[config.mk]
export PLATFORM = sky130hd
export DESIGN_NAME = shell_word_splitter
export DESIGN_NICKNAME = d
export VERILOG_FILES = /design/src/hdl/sws_pkg.sv /design/src/hdl/sws_step.sv /design/src/hdl/shell_word_splitter.sv
export VERILOG_INCLUDE_DIRS = /design/src /design/src/hdl
export SDC_FILE = /design/constraint.sdc
export NUM_CORES = 1
export LEC_CHECK = 0
export ABC_AREA = 1
export BUFFER_PORTS_ARGS = -buffer_cell sky130_fd_sc_hd__buf_2
export CELL_PAD_IN_SITES_DETAIL_PLACEMENT = 0
export CELL_PAD_IN_SITES_GLOBAL_PLACEMENT = 2
export CORE_MARGIN = 2
export CORE_UTILIZATION = 36
export CTS_BUF_LIST = sky130_fd_sc_hd__clkbuf_16
export CTS_CLUSTER_SIZE = 28
export DETAILED_ROUTE_END_ITERATION = 7
export GPL_ROUTABILITY_DRIVEN = 1
export PLACE_DENSITY_LB_ADDON = 0.1
export SETUP_SLACK_MARGIN = 0.4
export SLEW_MARGIN = 20
export SYNTH_ARGS = -nofsm -noshare
export SYNTH_HDL_FRONTEND = slang
export SYNTH_SLANG_ARGS = --single-unit
export TNS_END_PERCENT = 10
[constraint.sdc]
create_clock -name clk -period 4.7 [get_ports clk]
set_clock_uncertainty 0.15 [all_clocks]
set_input_delay 1.175 -clock clk [delete_from_list [all_inputs] [get_ports clk]]
set_output_delay 1.175 -clock clk [all_outputs]
set_load 0.05 [all_outputs]
[src/hdl/assert_macros.svh]
// Assertion macros shared by the RTL, clocked on clk and held off during rst.
`ifndef ASSERT_MACROS_SVH
`define ASSERT_MACROS_SVH

// Same-cycle implication.
`define ASSERT_IMPL(label, cond, prop, msg) \
  label: assert property (@(posedge clk) disable iff (rst) (cond) |-> (prop)) \
    else $error(msg);

// Next-cycle implication.
`define ASSERT_NEXT(label, cond, prop, msg) \
  label: assert property (@(posedge clk) disable iff (rst) (cond) |=> (prop)) \
    else $error(msg);

`endif

[src/hdl/sws_pkg.sv]
// Types and constants for the shell word splitter.
`timescale 1ns / 1ps

package sws_pkg;

  localparam int NRES = 3;

  // Result kinds
  localparam logic [1:0] KIND_BYTE  = 2'd0;
  localparam logic [1:0] KIND_START = 2'd1;
  localparam logic [1:0] KIND_END   = 2'd2;
  localparam logic [1:0] KIND_CMD   = 2'd3;

  // Error codes
  localparam logic [1:0] ERR_NONE  = 2'd0;
  localparam logic [1:0] ERR_ESC   = 2'd1;
  localparam logic [1:0] ERR_QUOTE = 2'd2;

  // Quote modes
  localparam logic [1:0] Q_NONE   = 2'd0;
  localparam logic [1:0] Q_SINGLE = 2'd1;
  localparam logic [1:0] Q_DOUBLE = 2'd2;

  // Escape phases
  localparam logic [2:0] ESC_IDLE = 3'd0;
  localparam logic [2:0] ESC_BS   = 3'd1;
  localparam logic [2:0] ESC_QBS  = 3'd2;
  localparam logic [2:0] ESC_OCT  = 3'd3;
  localparam logic [2:0] ESC_HEX0 = 3'd4;
  localparam logic [2:0] ESC_HEX1 = 3'd5;

  // Characters
  localparam logic [7:0] CH_SPACE  = 8'h20;
  localparam logic [7:0] CH_TAB    = 8'h09;
  localparam logic [7:0] CH_BSLASH = 8'h5C;
  localparam logic [7:0] CH_DQUOTE = 8'h22;
  localparam logic [7:0] CH_SQUOTE = 8'h27;
  localparam logic [7:0] CH_XL     = 8'h78;
  localparam logic [7:0] CH_XU     = 8'h58;

  typedef struct packed {
    logic [7:0] ch;
    logic       last;
  } item_t;

  typedef struct packed {
    logic [1:0] kind;
    logic [7:0] value;
    logic [1:0] err;
    logic       last_out;
  } result_t;

  typedef result_t [NRES-1:0] bundle_t;

  typedef struct packed {
    logic [1:0] quote_mode;
    logic       prev_space;
    logic [2:0] escape_phase;
    logic [7:0] escape_acc;
    logic [1:0] digit_count;
  } state_t;

  localparam state_t ST_RESET = '{
    quote_mode:   Q_NONE,
    prev_space:   1'b1,
    escape_phase: ESC_IDLE,
    escape_acc:   8'd0,
    digit_count:  2'd0
  };

endpackage

[src/hdl/sws_step.sv]
// Per-byte splitting logic: next state and up to three results for one byte.
`timescale 1ns / 1ps

module sws_step (
  input  sws_pkg::state_t  st,
  input  sws_pkg::item_t   item,
  output sws_pkg::state_t  st_next,
  output logic [1:0]       count,
  output sws_pkg::bundle_t res
);
  import sws_pkg::*;

  typedef struct packed {
    state_t     s;
    logic [1:0] n;
    bundle_t    r;
  } work_t;

  function automatic result_t mk(logic [1:0] kind, logic [7:0] value, logic [1:0] err);
    result_t x;
    x.kind     = kind;
    x.value    = value;
    x.err      = err;
    x.last_out = 1'b0;
    return x;
  endfunction

  // Append a result; drop anything past the third.
  function automatic work_t push(work_t w, result_t x);
    work_t o;
    o = w;
    if (o.n != 2'd3) begin
      o.r[o.n] = x;
      o.n      = o.n + 2'd1;
    end
    return o;
  endfunction

  function automatic result_t byte_or_drop(logic [7:0] v);
    result_t x;
    x = (v == 8'd0) ? mk(KIND_BYTE, 8'd0, ERR_ESC) : mk(KIND_BYTE, v, ERR_NONE);
    return x;
  endfunction

  function automatic work_t finish(work_t w);
    work_t o;
    o = push(w, byte_or_drop(w.s.escape_acc));
    o.s.escape_phase = ESC_IDLE;
    o.s.escape_acc   = 8'd0;
    o.s.digit_count  = 2'd0;
    return o;
  endfunction

  function automatic logic [7:0] delim_of(logic [1:0] q);
    logic [7:0] d;
    d = (q == Q_SINGLE) ? CH_SQUOTE : CH_DQUOTE;
    return d;
  endfunction

  function automatic work_t plain(work_t w, logic [7:0] c);
    work_t o;
    o = w;
    if (o.s.quote_mode == Q_NONE) begin
      if (c == CH_SPACE || c == CH_TAB) begin
        if (!o.s.prev_space) begin
          o = push(o, mk(KIND_END, 8'd0, ERR_NONE));
          o.s.prev_space = 1'b1;
        end
      end else begin
        if (o.s.prev_space) begin
          o = push(o, mk(KIND_START, 8'd0, ERR_NONE));
          o.s.prev_space = 1'b0;
        end
        if (c == CH_DQUOTE)      o.s.quote_mode = Q_DOUBLE;
        else if (c == CH_SQUOTE) o.s.quote_mode = Q_SINGLE;
        else if (c == CH_BSLASH) o.s.escape_phase = ESC_BS;
        else                     o = push(o, mk(KIND_BYTE, c, ERR_NONE));
      end
    end else begin
      if (c == delim_of(o.s.quote_mode)) o.s.quote_mode = Q_NONE;
      else if (c == CH_BSLASH)           o.s.escape_phase = ESC_QBS;
      else                               o = push(o, mk(KIND_BYTE, c, ERR_NONE));
    end
    return o;
  endfunction

  // {valid, digit}
  function automatic logic [4:0] hex_val(logic [7:0] c);
    logic [4:0] h;
    if (c >= 8'h30 && c <= 8'h39)      h = {1'b1, c[3:0]};
    else if ((c >= 8'h61 && c <= 8'h66) || (c >= 8'h41 && c <= 8'h46))
      h = {1'b1, c[3:0] + 4'd9};
    else                               h = 5'd0;
    return h;
  endfunction

  function automatic logic [7:0] named(logic [7:0] c);
    logic [7:0] v;
    unique case (c)
      8'h6E:   v = 8'd10;  // n
      8'h61:   v = 8'd7;   // a
      8'h62:   v = 8'd8;   // b
      8'h72:   v = 8'd13;  // r
      8'h66:   v = 8'd12;  // f
      8'h76:   v = 8'd11;  // v
      8'h74:   v = 8'd9;   // t
      default: v = c;
    endcase
    return v;
  endfunction

  work_t      w;
  logic [7:0] c;
  logic       is_oct;
  logic [4:0] h;
  logic [1:0] cmd_err;

  assign c      = item.ch;
  assign is_oct = (c[7:3] == 5'b00110);
  assign h      = hex_val(c);

  always_comb begin
    w   = '0;
    w.s = st;
    cmd_err = ERR_NONE;
    unique case (st.escape_phase)
      ESC_BS: begin
        if (is_oct) begin
          w.s.escape_acc   = {5'd0, c[2:0]};
          w.s.digit_count  = 2'd1;
          w.s.escape_phase = ESC_OCT;
        end else if (c == CH_XL || c == CH_XU) begin
          w.s.escape_acc   = 8'd0;
          w.s.escape_phase = ESC_HEX0;
        end else begin
          w.s.escape_phase = ESC_IDLE;
          w = push(w, byte_or_drop(named(c)));
        end
      end
      ESC_QBS: begin
        w.s.escape_phase = ESC_IDLE;
        if (c != delim_of(st.quote_mode)) w = push(w, mk(KIND_BYTE, CH_BSLASH, ERR_NONE));
        w = push(w, byte_or_drop(c));
      end
      ESC_OCT: begin
        if (is_oct) begin
          w.s.escape_acc  = {st.escape_acc[4:0], c[2:0]};
          w.s.digit_count = st.digit_count + 2'd1;
          if (st.digit_count >= 2'd2) w = finish(w);
        end else begin
          w = finish(w);
          w = plain(w, c);
        end
      end
      ESC_HEX0: begin
        if (h[4]) begin
          w.s.escape_acc   = {4'd0, h[3:0]};
          w.s.escape_phase = ESC_HEX1;
        end else begin
          w.s.escape_phase = ESC_IDLE;
          w.s.escape_acc   = 8'd0;
          w = push(w, mk(KIND_BYTE, 8'd0, ERR_ESC));
          w = plain(w, c);
        end
      end
      ESC_HEX1: begin
        if (h[4]) begin
          w.s.escape_acc = {st.escape_acc[3:0], h[3:0]};
          w = finish(w);
        end else begin
          w = finish(w);
          w = plain(w, c);
        end
      end
      default: begin
        w.s.escape_phase = ESC_IDLE;
        w = plain(w, c);
      end
    endcase

    if (item.last) begin
      // Complete a pending numeric escape, then close the command.
      if (w.s.escape_phase == ESC_OCT || w.s.escape_phase == ESC_HEX1) w = finish(w);
      if (w.s.quote_mode != Q_NONE) cmd_err = ERR_QUOTE;
      else if (w.s.escape_phase == ESC_BS || w.s.escape_phase == ESC_QBS ||
               w.s.escape_phase == ESC_HEX0) cmd_err = ERR_ESC;
      w = push(w, mk(KIND_CMD, 8'd0, cmd_err));
      w.s = ST_RESET;
    end

    if (w.n != 2'd0) w.r[w.n - 2'd1].last_out = 1'b1;
  end

  assign st_next = w.s;
  assign count   = w.n;
  assign res     = w.r;

endmodule

[src/hdl/shell_word_splitter.sv]
// Shell word splitter top level: input register, splitting logic, result drain.
// A byte is held in the input register, then its results are loaded into the result bundle that drives the port.
// Throughput: one byte per cycle while each byte gives at most one result and result_stall is low;
// a byte that gives several results holds the result port until its last result is taken.
// Reset: rst is synchronous; it clears the splitter state to "no argument open"
// and empties the input register and the result bundle.
`timescale 1ns / 1ps
`include "assert_macros.svh"

module shell_word_splitter (
  input  logic              clk,
  input  logic              rst,
  input  logic              item_valid,
  output logic              item_stall,
  input  sws_pkg::item_t    item,
  output logic              result_valid,
  input  logic              result_stall,
  output sws_pkg::result_t  result
);
  import sws_pkg::*;

  logic       s1_valid;
  item_t      s1;
  state_t     st;
  state_t     st_next;
  logic [1:0] step_n;
  bundle_t    step_r;
  bundle_t    bundle;
  logic [1:0] bcount;
  logic [1:0] bidx;
  logic       bvalid;
  logic       out_acc;
  logic       at_end;
  logic       load_ok;
  logic       fire;

  sws_step u_step (
    .st      (st),
    .item    (s1),
    .st_next (st_next),
    .count   (step_n),
    .res     (step_r)
  );

  assign at_end  = (bidx == bcount - 2'd1);
  assign out_acc = bvalid & ~result_stall;
  assign load_ok = ~bvalid | (out_acc & at_end);
  // A byte with no results never waits on the bundle.
  assign fire    = s1_valid & ((step_n == 2'd0) | load_ok);

  assign item_stall   = s1_valid & ~fire;
  assign result_valid = bvalid;
  assign result       = bundle[bidx];

  always_ff @(posedge clk) begin
    if (rst) begin
      s1_valid <= 1'b0;
    end else if (!s1_valid || fire) begin
      s1_valid <= item_valid;
    end
  end

  always_ff @(posedge clk) begin
    if ((!s1_valid || fire) && item_valid) begin
      s1 <= item;
    end
  end

  always_ff @(posedge clk) begin
    if (rst) begin
      st <= ST_RESET;
    end else if (fire) begin
      st <= st_next;
    end
  end

  always_ff @(posedge clk) begin
    if (rst) begin
      bvalid <= 1'b0;
      bcount <= 2'd0;
      bidx   <= 2'd0;
    end else if (fire && step_n != 2'd0) begin
      bvalid <= 1'b1;
      bcount <= step_n;
      bidx   <= 2'd0;
    end else if (out_acc) begin
      if (at_end) begin
        bvalid <= 1'b0;
      end else begin
        bidx <= bidx + 2'd1;
      end
    end
  end

  always_ff @(posedge clk) begin
    if (fire && step_n != 2'd0) begin
      bundle <= step_r;
    end
  end

  `ASSERT_IMPL(a_idx_in_range, bvalid, bidx < bcount, "result index past bundle count")
  `ASSERT_IMPL(a_last_mark, bvalid, result.last_out == at_end, "last_out not on final beat")
  `ASSERT_NEXT(a_cmd_reset, fire && s1.last, st == ST_RESET, "state not reset after command end")
  `ASSERT_IMPL(a_stall_held, item_stall, s1_valid, "input stalled with empty input register")

endmodule

Yosys cells after proc, flatten, opt, wreduce, memory -nomap -nowiden
Index checks and enable logic that the tools add are counted.

operators by class
  $mul = 0
  add/subtract/negate cells = 15
  divide/modulo/power cells = 0
  reduce and logical (&&, ||, !) cells = 40
  mux-type cells = 163
  equal/unequal tests = 39
  magnitude comparators = 30
  bitwise gates (word level) = 28
  shift-type cells = 0

operator list
  operator               count
  $mux W57               28
  $mux W41               29
  $mux W54               12
  $bwmux W39             11
  $demux W13 S2          11
  $pmux W57 S5           1
  $mux W40               6
  $mux W13               18
  $and A12 B36 Y36       6
  $not A36 Y36           6
  $mux W53               2
  $mux W11               8
  $eq A8 B7 Y1 const B   10
  $pmux W8 S7            1
  $logic_not A8 Y1       6
  $mux W43               1
  $mux W39               1
  $lt A2 B3 Y1 const B   12
  $mux W2                17
  $bmux W13 S2           1
  $add A2 B1 Y2 const B  12
  $eq A8 B6 Y1 const B   3
  $mux W8                3
  $ge A2 B1 Y1 const B   11
  32 further kinds       99

storage, ports and cells
  input port bits = 13
  memories = 0
  ROM bits = 0
  memory bits (writable) = 0
  output and inout bits = 15
  flip-flop bits (word level) = 70
  latch bits = 0

Longest topological paths before layout
  depth after elaboration = 56
  mapped depth = 23
  gate-level depth less buffers = 22

Modules after synthesis
Synthesis repeated with hierarchy kept, for this count alone.

unflattened totals
  cell total of the unflattened synthesis = 777
  area, all modules = 5405.2 um2

by module, submodules not included
  module               cells an instance  times used  area each (um2)  sequential area each (um2)
  shell_word_splitter  250                1           2793.9           1881.8
  sws_step             527                1           2611.3           0.0

Worst setup path after synthesis
Ideal clock, no wire load.

  path kind = flip-flop to output port
  from = register s1[1] in the netlist's numbering
  to = output port item_stall
  arrival = 2.926 ns
  stages on the path, launching flop included = 20
  slack = 0.449 ns
  cell sequence = edfxtp_1 buf_2 inv_1 ha_1 inv_1 nor3_4 nand2_1 clkinv_1 ha_1 inv_1 nand3_1 nand2_1 nand2_1 nand3_1 nand2_1 nand2_2 nand3_2 o21bai_4 or2_2 inv_1

on the way
  longest elaborated chain between the ends = 20

RTL lines
  what                                                                  RTL line                         source
  start: declaration                                                    shell_word_splitter.sv:23        item_t s1;
  start signal: assignment                                              shell_word_splitter.sv:65        s1 <= item;
  parallel branches: the longest is 7 deep, another holds $ge A8 B7 Y1  --
  $pmux W57 S5 (*)                                                      sws_step.sv:126                  unique case (st.escape_phase)
  $add A2 B1 Y2 (tied with other cells)                                 sws_step.sv:34                   o.n = o.n + 2'd1;
  $mux W41 / $logic_or A1 B1 Y1 (equally long branches)                 sws_step.sv:32, sws_step.sv:183
  $mux W54                                                              sws_step.sv:183                  if (w.s.escape_phase == ESC_OCT || w.s.escape_phase == ESC_HEX1) w = finish(w);
  $mux W57                                                              sws_step.sv:181                  if (item.last) begin
  $add A2 B1 Y2 / $ne A2 B2 Y1 (equally long branches)                  sws_step.sv:34, sws_step.sv:32
  $mux W41                                                              sws_step.sv:32                   if (o.n != 2'd3) begin
  $mux W57 (*)                                                          sws_step.sv:181
  $logic_not A2 Y1 (*)                                                  shell_word_splitter.sv:49        assign fire = s1_valid & ((step_n == 2'd0) | load_ok);
  $or A1 B1 Y1 (*)                                                      shell_word_splitter.sv:49
  $and A1 B1 Y1 (*)                                                     shell_word_splitter.sv:49
  $not A1 Y1 (*)                                                        shell_word_splitter.sv:51        assign item_stall = s1_valid & ~fire;
  $and A1 B1 Y1 (*)                                                     shell_word_splitter.sv:51
  end: declaration                                                      shell_word_splitter.sv:14        output logic item_stall,

Mark *: on every way between the ends. The select of a mux whose other input is x is not followed.

Final worst setup path
  from = register s1[2] in the netlist's numbering
  to = output port item_stall

Same word-level chain as after synthesis.

==> run_results.csv <==
group,metric,value,unit
outcome,status,"complete, no violations",
route,first_pass_iters,5,
logic_synthesis,syn_avg_cell_area,7.08,µm²
route,dr_total_vias,5039,
final_layout,final_nets,763,
timing,rsz0062_at_grt,"no",
logic_synthesis,synth-edff-count,47,
final_layout,final_cell_area,0.00577,mm²
setup_path,cp-start-kind,"flop",
route,ant_nets,0,
setup_path,cp-end-kind,"output port",
logic_synthesis,synth_seq_cells,69,
pwr,total_power,1.93,mW
floorplanning,fp-row-count,42,
pwr,irDropWorstVdd,141,µV
grt,overflow,0,
flow_run,cap_violations,0,
route,vias_per_cell,5.45,
logic_synthesis,synthCells,702,
clock_tree,cts_made_buffers,9,
floorplanning,die-area,0.0148,mm²
final_layout,seq_area,0.00185,mm²
logic_synthesis,synth_cell_types,47,
grt,grt_start_max_net_pins,39,
final_layout,stdcell_count,924,
timing,relSlewSlack,50.5,%
timing,final-setup-viol-count,0,
logic_synthesis,yosysSeqAreaShare,37.2,%
grt,grt_pass1_vias,4799,
timing,post-route-period-util,88.0,%
logic_synthesis,yosys_warnings,0,
timing,hold_violations,0,
final_layout,final.fill_count,1432,
logic_synthesis,synthArstFlopShare,0,%
clock_tree,clk_path_buf_depth,2,
route,wirelength,17.1,mm
final_layout,utilization,43.2,%
placement,placedInstanceArea,0.00533,mm²
route,routedWlPerCell,18.5,µm
pwr,leakagePower,2.48,nW
floorplanning,core,0.0133,mm²
floorplanning,start_util,37.3,%
placement,dp_hpwl,13.3,mm
clock_tree,clk_pin_slew,60,ps
clock_tree,ctsRootBufferMaster,"clkbuf_16",
final_layout,antenna_cells,0,
clock_tree,ctsHoldBuffers,0,
final_layout,drive_gt1_share,17.4,%
timing,min_period,4140,ps
floorplanning,fp.dieW,122,µm
floorplanning,boundaryPins,28,
route,drc_errors,0,
final_layout,multiInputGateArea,0.00272,mm²
timing,tns,0,ps
setup_path,crit_required,3380,ps
placement,portBuffers,27,
route,drtIter0Drc,360,
min_path,holdCritPathClass,"reg2reg",
setup_path,critPathMaxFanout,7,
logic_synthesis,synth_ff_type,"edfxtp_1",
floorplanning,dieHeight,122,µm
grt,track_usage,24.3,%
timing,fmax,0.242,GHz
timing,worst_slew_pin_slew,735,ps
logic_synthesis,syn_area,0.00497,mm²
clock_tree,cts_sinks,69,
setup_path,worstPathArrival,2810,ps
grt,grt_pass1_wl,26.9,mm
logic_synthesis,synthesis.nets,722,
clock_tree,clk_latency,340,ps
setup_path,criticalPathCategory,"reg2out",
pwr,p_per_area,335,mW/mm²
clock_tree,cts_tree,"built",
clock_tree,h-tree-depth,3,
final_layout,area_growth,16.0,%
placement,gp_congestion,0.989,
grt,antenna_found_initial,0,
timing,slew_viol_final,0,
placement,dp.cells,898,
per-layer routing:
layer,GRT usage [%],routed length (µm),vias up
met5,0,0,-
met4,10.9,662,0
met3,4.45,839,42
met2,39.5,7980,152
met1,31.6,7650,2381
li1,-,-,2464
where the power goes:
part	leakage [nW]	switching, mW	total, mW	internal, mW
clock network	0.157	0.261	0.680	0.419
registers	0.625	0.0359	0.749	0.713
logic	1.70	0.366	0.506	0.140
total	2.48	0.663	1.93	1.27
cells in the mapped netlist, types with 2 or more instances:
| master | n | share of area (%) |
|---|---|---|
| nand3b_1 | 2 | 0.30 |
| nand2_4 | 5 | 1.1 |
| buf_2 | 4 | 0.40 |
| o211ai_1 | 14 | 2.1 |
| nor2_2 | 12 | 1.5 |
| a211oi_1 | 2 | 0.30 |
| nand2_2 | 10 | 1.3 |
| nand2_1 | 151 | 11 |
| nor4_1 | 4 | 0.50 |
| xnor2_1 | 2 | 0.35 |
| nor2_4 | 2 | 0.45 |
| ha_1 | 7 | 1.8 |
| o221ai_1 | 2 | 0.35 |
| nand4_1 | 19 | 2.4 |
| nor2_1 | 111 | 8.4 |
| inv_2 | 12 | 0.91 |
| nor3_1 | 19 | 1.9 |
| nand3_1 | 50 | 5.0 |
| o21ai_0 | 36 | 3.6 |
| a221oi_1 | 4 | 0.70 |
| a21oi_2 | 2 | 0.35 |
| o21ai_1 | 3 | 0.30 |
| clkbuf_1 | 15 | 1.1 |
| o22ai_1 | 5 | 0.63 |
| inv_1 | 68 | 5.1 |
| o2111ai_1 | 3 | 0.53 |
| o21ai_2 | 3 | 0.53 |
| o32ai_1 | 2 | 0.35 |
| edfxtp_1 | 47 | 28 |
| clkinv_1 | 2 | 0.15 |
| a22oi_1 | 3 | 0.45 |
| a21oi_1 | 29 | 2.9 |
| dfxtp_1 | 22 | 8.9 |
| o31ai_1 | 16 | 2.4 |
| nand3_2 | 2 | 0.40 |
sequential cells by signal, summed over array words and instances (netlist names):
register / count
bcount: 2
bidx: 2
bundle: 38
result_valid: 1
s1: 9
s1_valid: 1
st: 16
worst max-delay path, cell delays in order (launching register included):
cell and delay, ps:
edfxtp_1 400, inv_2 100, buf_4 150, ha_1 140
inv_1 80, o21ai_1 180, nand2_2 140, nand2_1 150
nand2_2 110, o21ai_2 220, nand2_2 90, nand3_2 110
o21bai_4 70, or2_2 290, inv_1 70, buf_6 150
what timing repair did:
item	CTS	global route
buffers inserted	2	8
resized for setup	8	11
endpoints found under the setup margin	1	1
endpoints found under the hold margin	0	0
gates cloned	0	0
pin swaps	1	8
layout make-up:
| type | instances | area share [%] |
|---|---|---|
| inverters | 83 | 5.70 |
| clock inverters | 5 | 0.542 |
| well taps | 176 | 3.82 |
| flip-flops and latches | 69 | 32.1 |
| multi-input cells | 527 | 47.2 |
| repair buffers | 53 | 5.84 |
| clock buffers | 11 | 4.77 |
stage by stage:
| stage | worst slack [ps] | hold slack (ps) |
|---|---|---|
| 2_1_floorplan | 449 | 284 |
| 3_3_place_gp | 371 | 308 |
| 3_5_place_dp | 285 | 309 |
| 4_1_cts | 400 | 337 |
| 5_1_grt | 402 | 359 |
| 6_report | 564 | 340 |
cell families after synthesis:
kind of cell             synth area share [%]
adder cells (fa/ha/maj)                  1.76
AO/OA/AOI/OAI                            16.2
flip-flops                               37.2
AND/OR/NAND/NOR                          35.7
XOR/XNOR                                0.352
buffers and inverters                    8.75
cell usage in the layout (no fill, tap or decap), types with 16 or more instances in the layout:
master,instances
o31ai_1,16
nand4_1,19
nand3_1,50
buf_2,26
nor2_1,111
buf_4,26
dfxtp_1,22
o21ai_0,36
inv_1,66
a21oi_1,29
edfxtp_1,47
nor3_1,19
nand2_1,148
path summary, 6_finish.rpt:
kind / start / to / slack, ps / cells after the start
setup / recovery: s1[2]$_DFFE_PP_ / item_stall / 560 / 15
hold / removal: st[0]$_SDFFE_PP0P_ / st[0]$_SDFFE_PP0P_ / 340 / 2
setup reg to reg: s1[2]$_DFFE_PP_ / bundle[10]$_DFFE_PP_ / 1370 / 19
hold reg to reg: st[0]$_SDFFE_PP0P_ / st[0]$_SDFFE_PP0P_ / 340 / 2
Power figures use the tool's default switching activity.
